$ cat src/mbpm_pkg.sv
// Shared constants, types and helper functions of the Mandelbrot membership block.
`default_nettype none
package mbpm_pkg;

    // Fixed-point format of the points (signed, FRAC_BITS fraction bits)
    localparam int FRAC_BITS = 28;
    localparam int IN_W      = 32;
    localparam int ITER_W    = 16;

    // Shared multiplier: unsigned magnitudes in, exact product out
    localparam int MAG_W  = IN_W;
    localparam int PROD_W = 2 * MAG_W;

    // Internal width: the widest product shifted by FRAC_BITS-1, plus sign
    localparam int FX_W = PROD_W - (FRAC_BITS - 1) + 1;

    localparam logic [ITER_W-1:0] MAX_ITER_RST = ITER_W'(1000);

    typedef logic signed [FX_W-1:0] t_fx;

    // Power-of-two constants
    localparam t_fx FX_ONE       = t_fx'(64'sd1 <<< FRAC_BITS);
    localparam t_fx FX_QUARTER   = t_fx'(64'sd1 <<< (FRAC_BITS - 2));
    localparam t_fx FX_SIXTEENTH = t_fx'(64'sd1 <<< (FRAC_BITS - 4));
    localparam t_fx FX_TWO       = t_fx'(64'sd1 <<< (FRAC_BITS + 1));
    localparam t_fx FX_FOUR      = t_fx'(64'sd1 <<< (FRAC_BITS + 2));

    // Right shift applied to a product
    typedef enum logic [1:0] {
        SH_NORM,    // a*b
        SH_TWICE,   // 2*a*b
        SH_QTR      // a*b/4
    } t_shift;

    typedef enum logic [3:0] {
        ST_IDLE,
        ST_RANGE,
        ST_DD,
        ST_YQ,
        ST_XP,
        ST_QD,
        ST_CARD,
        ST_CWAIT,
        ST_CDEC,
        ST_SQR,
        ST_SQI,
        ST_PROD,
        ST_ESC,
        ST_STEP,
        ST_DONE
    } t_state;

    // Magnitude above two: escape, and no cardioid or bulb there
    function automatic logic out_of_two(input t_fx v);
        return (v > FX_TWO) || (v < -FX_TWO);
    endfunction

    // Operand magnitude for the unsigned multiplier
    function automatic logic [MAG_W-1:0] mag_of(input t_fx v);
        t_fx a;
        a = (v < 0) ? -v : v;
        return a[MAG_W-1:0];
    endfunction

endpackage
`default_nettype wire

$ cat src/mbpm_ifs.sv
// Valid/ready channel interfaces: point in, verdict out, iteration limit write.
`default_nettype none
interface mbpm_point_if;
    logic                                valid;
    logic                                ready;
    logic signed [mbpm_pkg::IN_W-1:0]    c_real;
    logic signed [mbpm_pkg::IN_W-1:0]    c_imag;
    modport source (output valid, c_real, c_imag, input ready);
    modport sink   (input valid, c_real, c_imag, output ready);
endinterface

interface mbpm_result_if;
    logic valid;
    logic ready;
    logic in_set;
    modport source (output valid, in_set, input ready);
    modport sink   (input valid, in_set, output ready);
endinterface

interface mbpm_cfg_if;
    logic                              valid;
    logic                              ready;
    logic [mbpm_pkg::ITER_W-1:0]       max_iter;
    modport source (output valid, max_iter, input ready);
    modport sink   (input valid, max_iter, output ready);
endinterface
`default_nettype wire

$ cat src/mandelbrot_point_membership.sv
// Mandelbrot set membership test for one Q4.28 point per word.
//
// Channels: i_point takes a word (c_real, c_imag); o_result gives one word
// (in_set) per point, in order. i_cfg writes the iteration limit max_iter
// (reset value 1000); it is taken only while the block is idle.
// A point first gets a range check; unless a component is beyond two it goes
// through the main cardioid and period-2 bulb test, then, if not inside,
// through z = z^2 + c starting at z = c. All products go through one shared
// 32x32 multiplier with two register stages; each iteration passes the states
// SQI, PROD, ESC and STEP, bound by the chain z_re*z_im -> z_im -> z_im^2.
// One point is worked on at a time; i_point.ready is high only when idle,
// so a new point is taken only after the last has left the done state.
// The verdict sits in an output register, so the next point is taken while
// it waits; if the receiver still stalls when the next verdict is ready,
// the block holds in its done state until the register frees.
// Reset (i_rst_n low at a clock edge) returns to idle, drops the pending
// word and restores max_iter to 1000.
`default_nettype none
module mandelbrot_point_membership (
    input  wire            i_clk,
    input  wire            i_rst_n,
    mbpm_point_if.sink     i_point,
    mbpm_cfg_if.sink       i_cfg,
    mbpm_result_if.source  o_result
);

    mbpm_pkg::t_state r_state, n_state;
    logic             r_flag, n_flag;

    logic [mbpm_pkg::ITER_W-1:0] r_max_iter;
    logic [mbpm_pkg::ITER_W-1:0] r_cnt;
    logic                        r_first;

    // Point and working values
    mbpm_pkg::t_fx r_cr, r_ci, r_d, r_xp;
    mbpm_pkg::t_fx r_zr, r_zi, r_sr, r_nr;
    mbpm_pkg::t_fx r_yy, r_yq, r_q, r_qd;
    logic          r_bulb;

    // Shared multiplier
    mbpm_pkg::t_fx                  op_a, op_b;
    mbpm_pkg::t_shift               op_sh;
    logic [mbpm_pkg::PROD_W-1:0]    r_pmag;
    logic                           r_pneg;
    mbpm_pkg::t_shift               r_psh;
    mbpm_pkg::t_fx                  prod_shifted;
    mbpm_pkg::t_fx                  r_res;

    // Output register
    logic r_out_valid, r_in_set;

    // Decisions
    logic                     accept, out_free;
    logic signed [mbpm_pkg::FX_W:0] esc_sum;
    logic                     esc_hit, iter_done, fix_hit, oob_hit, card_hit;
    mbpm_pkg::t_fx            new_re, new_im;

    assign accept   = i_point.valid && i_point.ready;
    assign out_free = !r_out_valid || o_result.ready;

    assign i_point.ready   = (r_state == mbpm_pkg::ST_IDLE);
    assign i_cfg.ready     = (r_state == mbpm_pkg::ST_IDLE);
    assign o_result.valid  = r_out_valid;
    assign o_result.in_set = r_in_set;

    // Escape: |z|^2 > 4 with both squares truncated, never on z = c itself
    assign esc_sum   = $signed({r_sr[mbpm_pkg::FX_W-1], r_sr})
                     + $signed({r_res[mbpm_pkg::FX_W-1], r_res});
    assign esc_hit   = !r_first && (esc_sum > $signed({mbpm_pkg::FX_FOUR[mbpm_pkg::FX_W-1],
                                                       mbpm_pkg::FX_FOUR}));
    assign iter_done = (r_cnt == r_max_iter);
    assign new_re    = r_sr - r_res + r_cr;
    assign new_im    = r_res + r_ci;
    assign fix_hit   = (r_nr == r_zr) && (new_im == r_zi);
    assign oob_hit   = mbpm_pkg::out_of_two(r_nr) || mbpm_pkg::out_of_two(new_im);
    assign card_hit  = (r_res < r_yq) || r_bulb;

    // Operand selection for the multiplier
    always_comb begin
        op_a  = '0;
        op_b  = '0;
        op_sh = mbpm_pkg::SH_NORM;
        case (r_state)
            mbpm_pkg::ST_RANGE: begin
                op_a = r_ci;
                op_b = r_ci;
            end
            mbpm_pkg::ST_DD: begin
                op_a = r_d;
                op_b = r_d;
            end
            mbpm_pkg::ST_YQ: begin
                op_a  = r_ci;
                op_b  = r_ci;
                op_sh = mbpm_pkg::SH_QTR;
            end
            mbpm_pkg::ST_XP: begin
                op_a = r_xp;
                op_b = r_xp;
            end
            mbpm_pkg::ST_CARD: begin
                op_a = r_q;
                op_b = r_qd;
            end
            mbpm_pkg::ST_SQR: begin
                op_a = r_zr;
                op_b = r_zr;
            end
            mbpm_pkg::ST_SQI: begin
                op_a = r_zi;
                op_b = r_zi;
            end
            mbpm_pkg::ST_PROD: begin
                op_a  = r_zr;
                op_b  = r_zi;
                op_sh = mbpm_pkg::SH_TWICE;
            end
            mbpm_pkg::ST_STEP: begin
                // square of the new real part, used next iteration
                op_a = r_nr;
                op_b = r_nr;
            end
            default: begin
                op_a = '0;
                op_b = '0;
            end
        endcase
    end

    // Multiplier stage: exact product of magnitudes
    always_ff @(posedge i_clk) begin
        r_pmag <= mbpm_pkg::PROD_W'(mbpm_pkg::mag_of(op_a))
                * mbpm_pkg::PROD_W'(mbpm_pkg::mag_of(op_b));
        r_pneg <= (op_a < 0) != (op_b < 0);
        r_psh  <= op_sh;
    end

    // Shift stage: truncate magnitude, restore sign
    always_comb begin
        case (r_psh)
            mbpm_pkg::SH_NORM:
                prod_shifted = mbpm_pkg::FX_W'(r_pmag >> mbpm_pkg::FRAC_BITS);
            mbpm_pkg::SH_TWICE:
                prod_shifted = mbpm_pkg::FX_W'(r_pmag >> (mbpm_pkg::FRAC_BITS - 1));
            mbpm_pkg::SH_QTR:
                prod_shifted = mbpm_pkg::FX_W'(r_pmag >> (mbpm_pkg::FRAC_BITS + 2));
            default:
                prod_shifted = '0;
        endcase
    end

    always_ff @(posedge i_clk) begin
        r_res <= r_pneg ? -prod_shifted : prod_shifted;
    end

    // Sequencer state register
    always_ff @(posedge i_clk) begin
        if (!i_rst_n) begin
            r_state <= mbpm_pkg::ST_IDLE;
            r_flag  <= 1'b0;
        end else begin
            r_state <= n_state;
            r_flag  <= n_flag;
        end
    end

    // Next state and verdict
    always_comb begin
        n_state = r_state;
        n_flag  = r_flag;
        case (r_state)
            mbpm_pkg::ST_IDLE: begin
                if (accept) n_state = mbpm_pkg::ST_RANGE;
            end
            mbpm_pkg::ST_RANGE: begin
                if (mbpm_pkg::out_of_two(r_cr) || mbpm_pkg::out_of_two(r_ci))
                    n_state = mbpm_pkg::ST_SQR;
                else
                    n_state = mbpm_pkg::ST_DD;
            end
            mbpm_pkg::ST_DD:    n_state = mbpm_pkg::ST_YQ;
            mbpm_pkg::ST_YQ:    n_state = mbpm_pkg::ST_XP;
            mbpm_pkg::ST_XP:    n_state = mbpm_pkg::ST_QD;
            mbpm_pkg::ST_QD:    n_state = mbpm_pkg::ST_CARD;
            mbpm_pkg::ST_CARD:  n_state = mbpm_pkg::ST_CWAIT;
            mbpm_pkg::ST_CWAIT: n_state = mbpm_pkg::ST_CDEC;
            mbpm_pkg::ST_CDEC: begin
                if (card_hit) begin
                    n_flag  = 1'b1;
                    n_state = mbpm_pkg::ST_DONE;
                end else begin
                    n_state = mbpm_pkg::ST_SQR;
                end
            end
            mbpm_pkg::ST_SQR:  n_state = mbpm_pkg::ST_SQI;
            mbpm_pkg::ST_SQI:  n_state = mbpm_pkg::ST_PROD;
            mbpm_pkg::ST_PROD: n_state = mbpm_pkg::ST_ESC;
            mbpm_pkg::ST_ESC: begin
                if (esc_hit) begin
                    n_flag  = 1'b0;
                    n_state = mbpm_pkg::ST_DONE;
                end else if (iter_done) begin
                    n_flag  = 1'b1;
                    n_state = mbpm_pkg::ST_DONE;
                end else begin
                    n_state = mbpm_pkg::ST_STEP;
                end
            end
            mbpm_pkg::ST_STEP: begin
                if (fix_hit) begin
                    n_flag  = 1'b1;
                    n_state = mbpm_pkg::ST_DONE;
                end else if (oob_hit) begin
                    n_flag  = 1'b0;
                    n_state = mbpm_pkg::ST_DONE;
                end else begin
                    n_state = mbpm_pkg::ST_SQI;
                end
            end
            mbpm_pkg::ST_DONE: begin
                if (out_free) n_state = mbpm_pkg::ST_IDLE;
            end
            default: n_state = mbpm_pkg::ST_IDLE;
        endcase
    end

    // Iteration control
    always_ff @(posedge i_clk) begin
        if (!i_rst_n) begin
            r_cnt   <= '0;
            r_first <= 1'b1;
        end else if (accept) begin
            r_cnt   <= '0;
            r_first <= 1'b1;
        end else if (r_state == mbpm_pkg::ST_STEP) begin
            r_cnt   <= r_cnt + mbpm_pkg::ITER_W'(1);
            r_first <= 1'b0;
        end
    end

    // Iteration limit register
    always_ff @(posedge i_clk) begin
        if (!i_rst_n) begin
            r_max_iter <= mbpm_pkg::MAX_ITER_RST;
        end else if (i_cfg.valid && i_cfg.ready) begin
            r_max_iter <= i_cfg.max_iter;
        end
    end

    // Working registers
    always_ff @(posedge i_clk) begin
        case (r_state)
            mbpm_pkg::ST_IDLE: begin
                if (accept) begin
                    r_cr <= mbpm_pkg::t_fx'(i_point.c_real);
                    r_ci <= mbpm_pkg::t_fx'(i_point.c_imag);
                    r_zr <= mbpm_pkg::t_fx'(i_point.c_real);
                    r_zi <= mbpm_pkg::t_fx'(i_point.c_imag);
                    r_d  <= mbpm_pkg::t_fx'(i_point.c_real) - mbpm_pkg::FX_QUARTER;
                    r_xp <= mbpm_pkg::t_fx'(i_point.c_real) + mbpm_pkg::FX_ONE;
                end
            end
            mbpm_pkg::ST_YQ:   r_yy <= r_res;
            mbpm_pkg::ST_XP:   r_q  <= r_res + r_yy;
            mbpm_pkg::ST_QD: begin
                r_yq <= r_res;
                r_qd <= r_q + r_d;
            end
            mbpm_pkg::ST_CARD: r_bulb <= (r_res + r_yy) < mbpm_pkg::FX_SIXTEENTH;
            mbpm_pkg::ST_PROD: r_sr <= r_res;
            mbpm_pkg::ST_ESC:  r_nr <= new_re;
            mbpm_pkg::ST_STEP: begin
                r_zr <= r_nr;
                r_zi <= new_im;
            end
            default: begin
                r_bulb <= r_bulb;
            end
        endcase
    end

    // Output word register
    always_ff @(posedge i_clk) begin
        if (!i_rst_n) begin
            r_out_valid <= 1'b0;
        end else if (r_state == mbpm_pkg::ST_DONE && out_free) begin
            r_out_valid <= 1'b1;
        end else if (o_result.ready) begin
            r_out_valid <= 1'b0;
        end
    end

    always_ff @(posedge i_clk) begin
        if (r_state == mbpm_pkg::ST_DONE && out_free) begin
            r_in_set <= r_flag;
        end
    end

    // An accepted point always starts with the range check
    a_accept_start: assert property (@(posedge i_clk) disable iff (!i_rst_n)
        accept |=> r_state == mbpm_pkg::ST_RANGE)
        else $error("accepted point did not start the range check");

    // The step count never runs past the limit
    a_cnt_bound: assert property (@(posedge i_clk) disable iff (!i_rst_n)
        r_state == mbpm_pkg::ST_ESC |-> r_cnt <= r_max_iter)
        else $error("iteration count beyond max_iter");

    // After a completed step, z stays within magnitude two per component
    a_z_bounded: assert property (@(posedge i_clk) disable iff (!i_rst_n)
        (r_state == mbpm_pkg::ST_SQI && !r_first) |->
            !mbpm_pkg::out_of_two(r_zr) && !mbpm_pkg::out_of_two(r_zi))
        else $error("iteration continued with z out of range");

    // A finished verdict is loaded into the output register and the block idles
    a_done_loads: assert property (@(posedge i_clk) disable iff (!i_rst_n)
        (r_state == mbpm_pkg::ST_DONE && out_free) |=>
            r_out_valid && r_state == mbpm_pkg::ST_IDLE)
        else $error("verdict not delivered to output register");

endmodule
`default_nettype wire
$ cat src/flat_wrapper.sv
// flat-port wrapper written by rule: the top's interface ports become plain ports
module mandelbrot_point_membership_flat 
  (i_clk, i_rst_n, i_point_valid, i_point_c_real, i_point_c_imag, i_point_ready, i_cfg_valid, i_cfg_max_iter, i_cfg_ready, o_result_valid, o_result_in_set, o_result_ready);
  mbpm_point_if i_point_i ();
  mbpm_cfg_if i_cfg_i ();
  mbpm_result_if o_result_i ();
  input  wire i_clk;
  input  wire i_rst_n;
  input wire logic [$bits(i_point_i.valid)-1:0] i_point_valid;
  input wire logic [$bits(i_point_i.c_real)-1:0] i_point_c_real;
  input wire logic [$bits(i_point_i.c_imag)-1:0] i_point_c_imag;
  output wire logic [$bits(i_point_i.ready)-1:0] i_point_ready;
  input wire logic [$bits(i_cfg_i.valid)-1:0] i_cfg_valid;
  input wire logic [$bits(i_cfg_i.max_iter)-1:0] i_cfg_max_iter;
  output wire logic [$bits(i_cfg_i.ready)-1:0] i_cfg_ready;
  output wire logic [$bits(o_result_i.valid)-1:0] o_result_valid;
  output wire logic [$bits(o_result_i.in_set)-1:0] o_result_in_set;
  input wire logic [$bits(o_result_i.ready)-1:0] o_result_ready;
  assign i_point_i.valid = i_point_valid;
  assign i_point_i.c_real = i_point_c_real;
  assign i_point_i.c_imag = i_point_c_imag;
  assign i_point_ready = i_point_i.ready;
  assign i_cfg_i.valid = i_cfg_valid;
  assign i_cfg_i.max_iter = i_cfg_max_iter;
  assign i_cfg_ready = i_cfg_i.ready;
  assign o_result_valid = o_result_i.valid;
  assign o_result_in_set = o_result_i.in_set;
  assign o_result_i.ready = o_result_ready;
  mandelbrot_point_membership u_core (.i_clk(i_clk), .i_rst_n(i_rst_n), .i_point(i_point_i), .i_cfg(i_cfg_i), .o_result(o_result_i));
endmodule
$ cat config.mk
export PLATFORM = sky130hd
export DESIGN_NAME = mandelbrot_point_membership_flat
export DESIGN_NICKNAME = d
export VERILOG_FILES = /design/src/mbpm_pkg.sv /design/src/mbpm_ifs.sv /design/src/mandelbrot_point_membership.sv /design/src/flat_wrapper.sv
export SDC_FILE = /design/constraint.sdc
export NUM_CORES = 2
export LEC_CHECK = 0
export BUFFER_PORTS_ARGS = -buffer_cell sky130_fd_sc_hd__buf_2
export CORE_ASPECT_RATIO = 1.5
export CORE_MARGIN = 2
export CORE_UTILIZATION = 30
export CTS_BUF_LIST = sky130_fd_sc_hd__clkbuf_4 sky130_fd_sc_hd__clkbuf_8
export DETAILED_ROUTE_END_ITERATION = 16
export GPL_TIMING_DRIVEN = 0
export PLACE_DENSITY_LB_ADDON = 0.12
export SYNTH_ARGS = -nofsm -noshare
export SYNTH_HDL_FRONTEND = slang
export SYNTH_SLANG_ARGS = --single-unit
$ cat constraint.sdc
create_clock -name i_clk -period 36.4 [get_ports i_clk]
set_clock_uncertainty 0.1 [all_clocks]
set_input_delay 0 -clock i_clk [delete_from_list [all_inputs] [get_ports i_clk]]
set_output_delay 0 -clock i_clk [all_outputs]
set_load 0.05 [all_outputs]
==> flow_metrics.tcl <==
set metrics [dict create \
    status "finished, violations left" \
    violations "capacitance limit, slew limit" \
    crit_arrival_ns 16.73 \
    cts_tree "built" \
    die_w_um 391 \
    fin_ws_ns 20.27 \
    place_ws_ns 20.48 \
    hold_path.class "input port to flop" \
    dp_hpwl_um 274000 \
    startpoint "u_core.r_state[3]$_SDFFE_PN0P_" \
    clk_latency_ns 0.79 \
    synth-seq-cells 494 \
    yosysTopAreaCellShare 0.278 \
    hold_path.startpoint "i_point_c_imag[2]" \
    synth_area_leaders "fa_1 28%, edfxtp_1 17%, ha_1 9.8%" \
    rsz0062_at_grt "false" \
    fin_crit_sh 0.443 \
    yosysWarnings 0 \
    drtAntennaViolNets 0 \
    postSynth.topFlopCell "edfxtp_1" \
    ys_types 104 \
    grt_pass1_vias 60814 \
    wl_per_cell_um 30.0 \
    synthesis.nets 9029 \
    drc 0 \
    vias_per_cell 5.22 \
    synthToLayoutAreaGrowth_pct 13.7 \
    wirelength_um 330000 \
    critPathMaxStageDelay_ns 0.93 \
    die_h_um 585 \
    grt_pass1_wl_um 457000 \
    dpl.cell_count 10649 \
    netlist_instances 7481 \
    cts_max_level 3 \
    post-cts-setup-buffers 0 \
    cp_common_cell "fa_1" \
    synth_edf_count 377 \
    yosys.area.top_type "fa_1" \
    yosysSeqAreaShare 0.202 \
    gp_congestion 0.982 \
    setup_violations 0 \
    drt-initial-drc-count 4283 \
    die-area_um2 229000 \
    required_ns 37.00 \
    cts-root-buf "clkbuf_8" \
    cp_max_fo 10 \
    path_clk_slew_ns 0.07 \
    ff_latch_area_um2 13700 \
    grtUsageTotal 0.288 \
    multi_input_area_um2 48200 \
    vias 57420 \
    layout-drive-gt1-share 0.0603 \
    drt-pass1-iter-count 6 \
    start_util 0.301 \
    clock_path_buffers 3 \
    core.rowCount 213 \
    cts_sinks 494 \
    relSlewSlack -0.0858 \
    cp-start-kind "flop" \
    syn-cell-area_um2 67500 \
    layout_min_cycle_time_ns 16.13 \
    fillers 23630 \
    synth.most_common_cell "inv_1" \
    grt_max_degree 44 \
    ios 89 \
    crit_type "flop to flop" \
    r2r_slack_ns 20.27 \
    worst_pin_slew_ns 1.61 \
    r2r_start "u_core.r_state[3]$_SDFFE_PN0P_" \
    fin_setup_tns_ns 0 \
    avgSynthCellArea_um2 9.02 \
    cts_made_buffers 80 \
    antenna_found_initial 19 \
    portBuffers 88 \
    core_area_um2 224000 \
    grt_overflow 0 \
    finalHoldViolations 0 \
    cap_violations 3 \
    max_freq_ghz 0.0620 \
    worstSetupEndpointType "flop" \
    fin_nets 9466 \
    ys_top_cells_by_count "1256 x inv_1, 936 x fa_1, 874 x nand2_1" \
    cpMaxStageDelayCell "buf_1" \
    stdcell_count 11009 \
    drv_slew 24 \
    async_flop_share 0 \
]
==> worst paths after layout <==
path                                 endpoint  depth (start not counted)
max                 u_core.r_pmag[54]$_DFF_P_                         43
min                  u_core.r_zi[2]$_DFFE_PP_                          4
max reg2reg         u_core.r_pmag[54]$_DFF_P_                         43
min reg2reg  u_core.o_result.in_set$_DFFE_PP_                          0
==> metrics by stage <==
step | util | hold WS, ns | area (µm²)
global placement | 0.320 | 0.0932 | 71700
CTS | 0.342 | 0.00872 | 76700
finish | 0.342 | 0.0458 | 76700
floorplan | - | -0.00113 | 67500
global route | 0.342 | 0.0612 | 76700
detailed placement | 0.326 | 0.0954 | 73000
==> placed cells by master (no fill, tap or decap), drive strengths merged, types with 32 or more instances in the layout <==
cell,n
a21oi,302
nand3,99
o21ai,240
fa,936
o21a,38
nor2,764
nand2b,90
nand2,878
nor3,77
xnor2,261
a211oi,39
buf,226
clkbuf,339
clkinv,32
a21o,98
dlygate4sd3,196
a31oi,34
inv,1264
a22o,59
edfxtp,377
xor2,150
dfxtp,117
ha,527
nor2b,85
nand4,86
nor4,77
==> critical path: cells and delay by family (launching register included) <==
kind	cells	cell delay, ns
adders and majority gates	9	4.15
and+or+nand+nor	10	3.87
buffers and inverters	11	3.65
AOI/OAI and AO/OA	11	2.91
xor gates and xnor gates	2	0.84
DFF	1	0.44
==> layout make-up <==
class                      count  share of cell area
inverter                    1258              0.0616
multi-input combinational   5418               0.628
clock inverter                50             0.00665
tap                         3010              0.0491
timing repair buffer         355              0.0433
antenna                       17            0.000554
sequential                   494               0.178
clock buffer                  96              0.0162
buffer                       311              0.0165
==> registers in the layout, indices dropped and copies added (netlist names), 33 cells and up <==
name           cells
u_core.r_res      38
u_core.r_nr       38
u_core.r_yq       38
u_core.r_xp       33
u_core.r_q        38
u_core.r_qd       33
u_core.r_sr       38
u_core.r_zi       38
u_core.r_pmag     37
u_core.r_zr       38
u_core.r_yy       38
==> repair_timing <==
| item | 4_1_cts | 5_1_grt |
|---|---|---|
| resized for setup | 0 | 0 |
| hold endpoints to repair | 221 | 0 |
| hold buffers | 196 | 0 |
==> layer usage <==
layer  part of all wire  global-route usage  vias up  wire (µm)
met5            0.00018                   0        -         58
met4               0.11               0.245        8      35500
met3              0.044              0.0312      822      14400
met2               0.50               0.520     2050     167000
met1               0.34               0.296    29251     114000
li1                   -                   -    25289          -
==> logic make-up after synthesis <==
| kind of cell | after synthesis | share of synthesized area |
|---|---|---|
| simple gates | 2350 | 0.157 |
| buf+inv | 1569 | 0.0887 |
| fa+ha+maj | 1463 | 0.375 |
| compound gates | 1159 | 0.116 |
| flops | 494 | 0.202 |
| xor+xnor | 420 | 0.0569 |
| mux | 26 | 0.00401 |
Power is left out: the tool's default activity adds up to more than one toggle a clock period on the data nets, which glitch-free logic cannot reach.
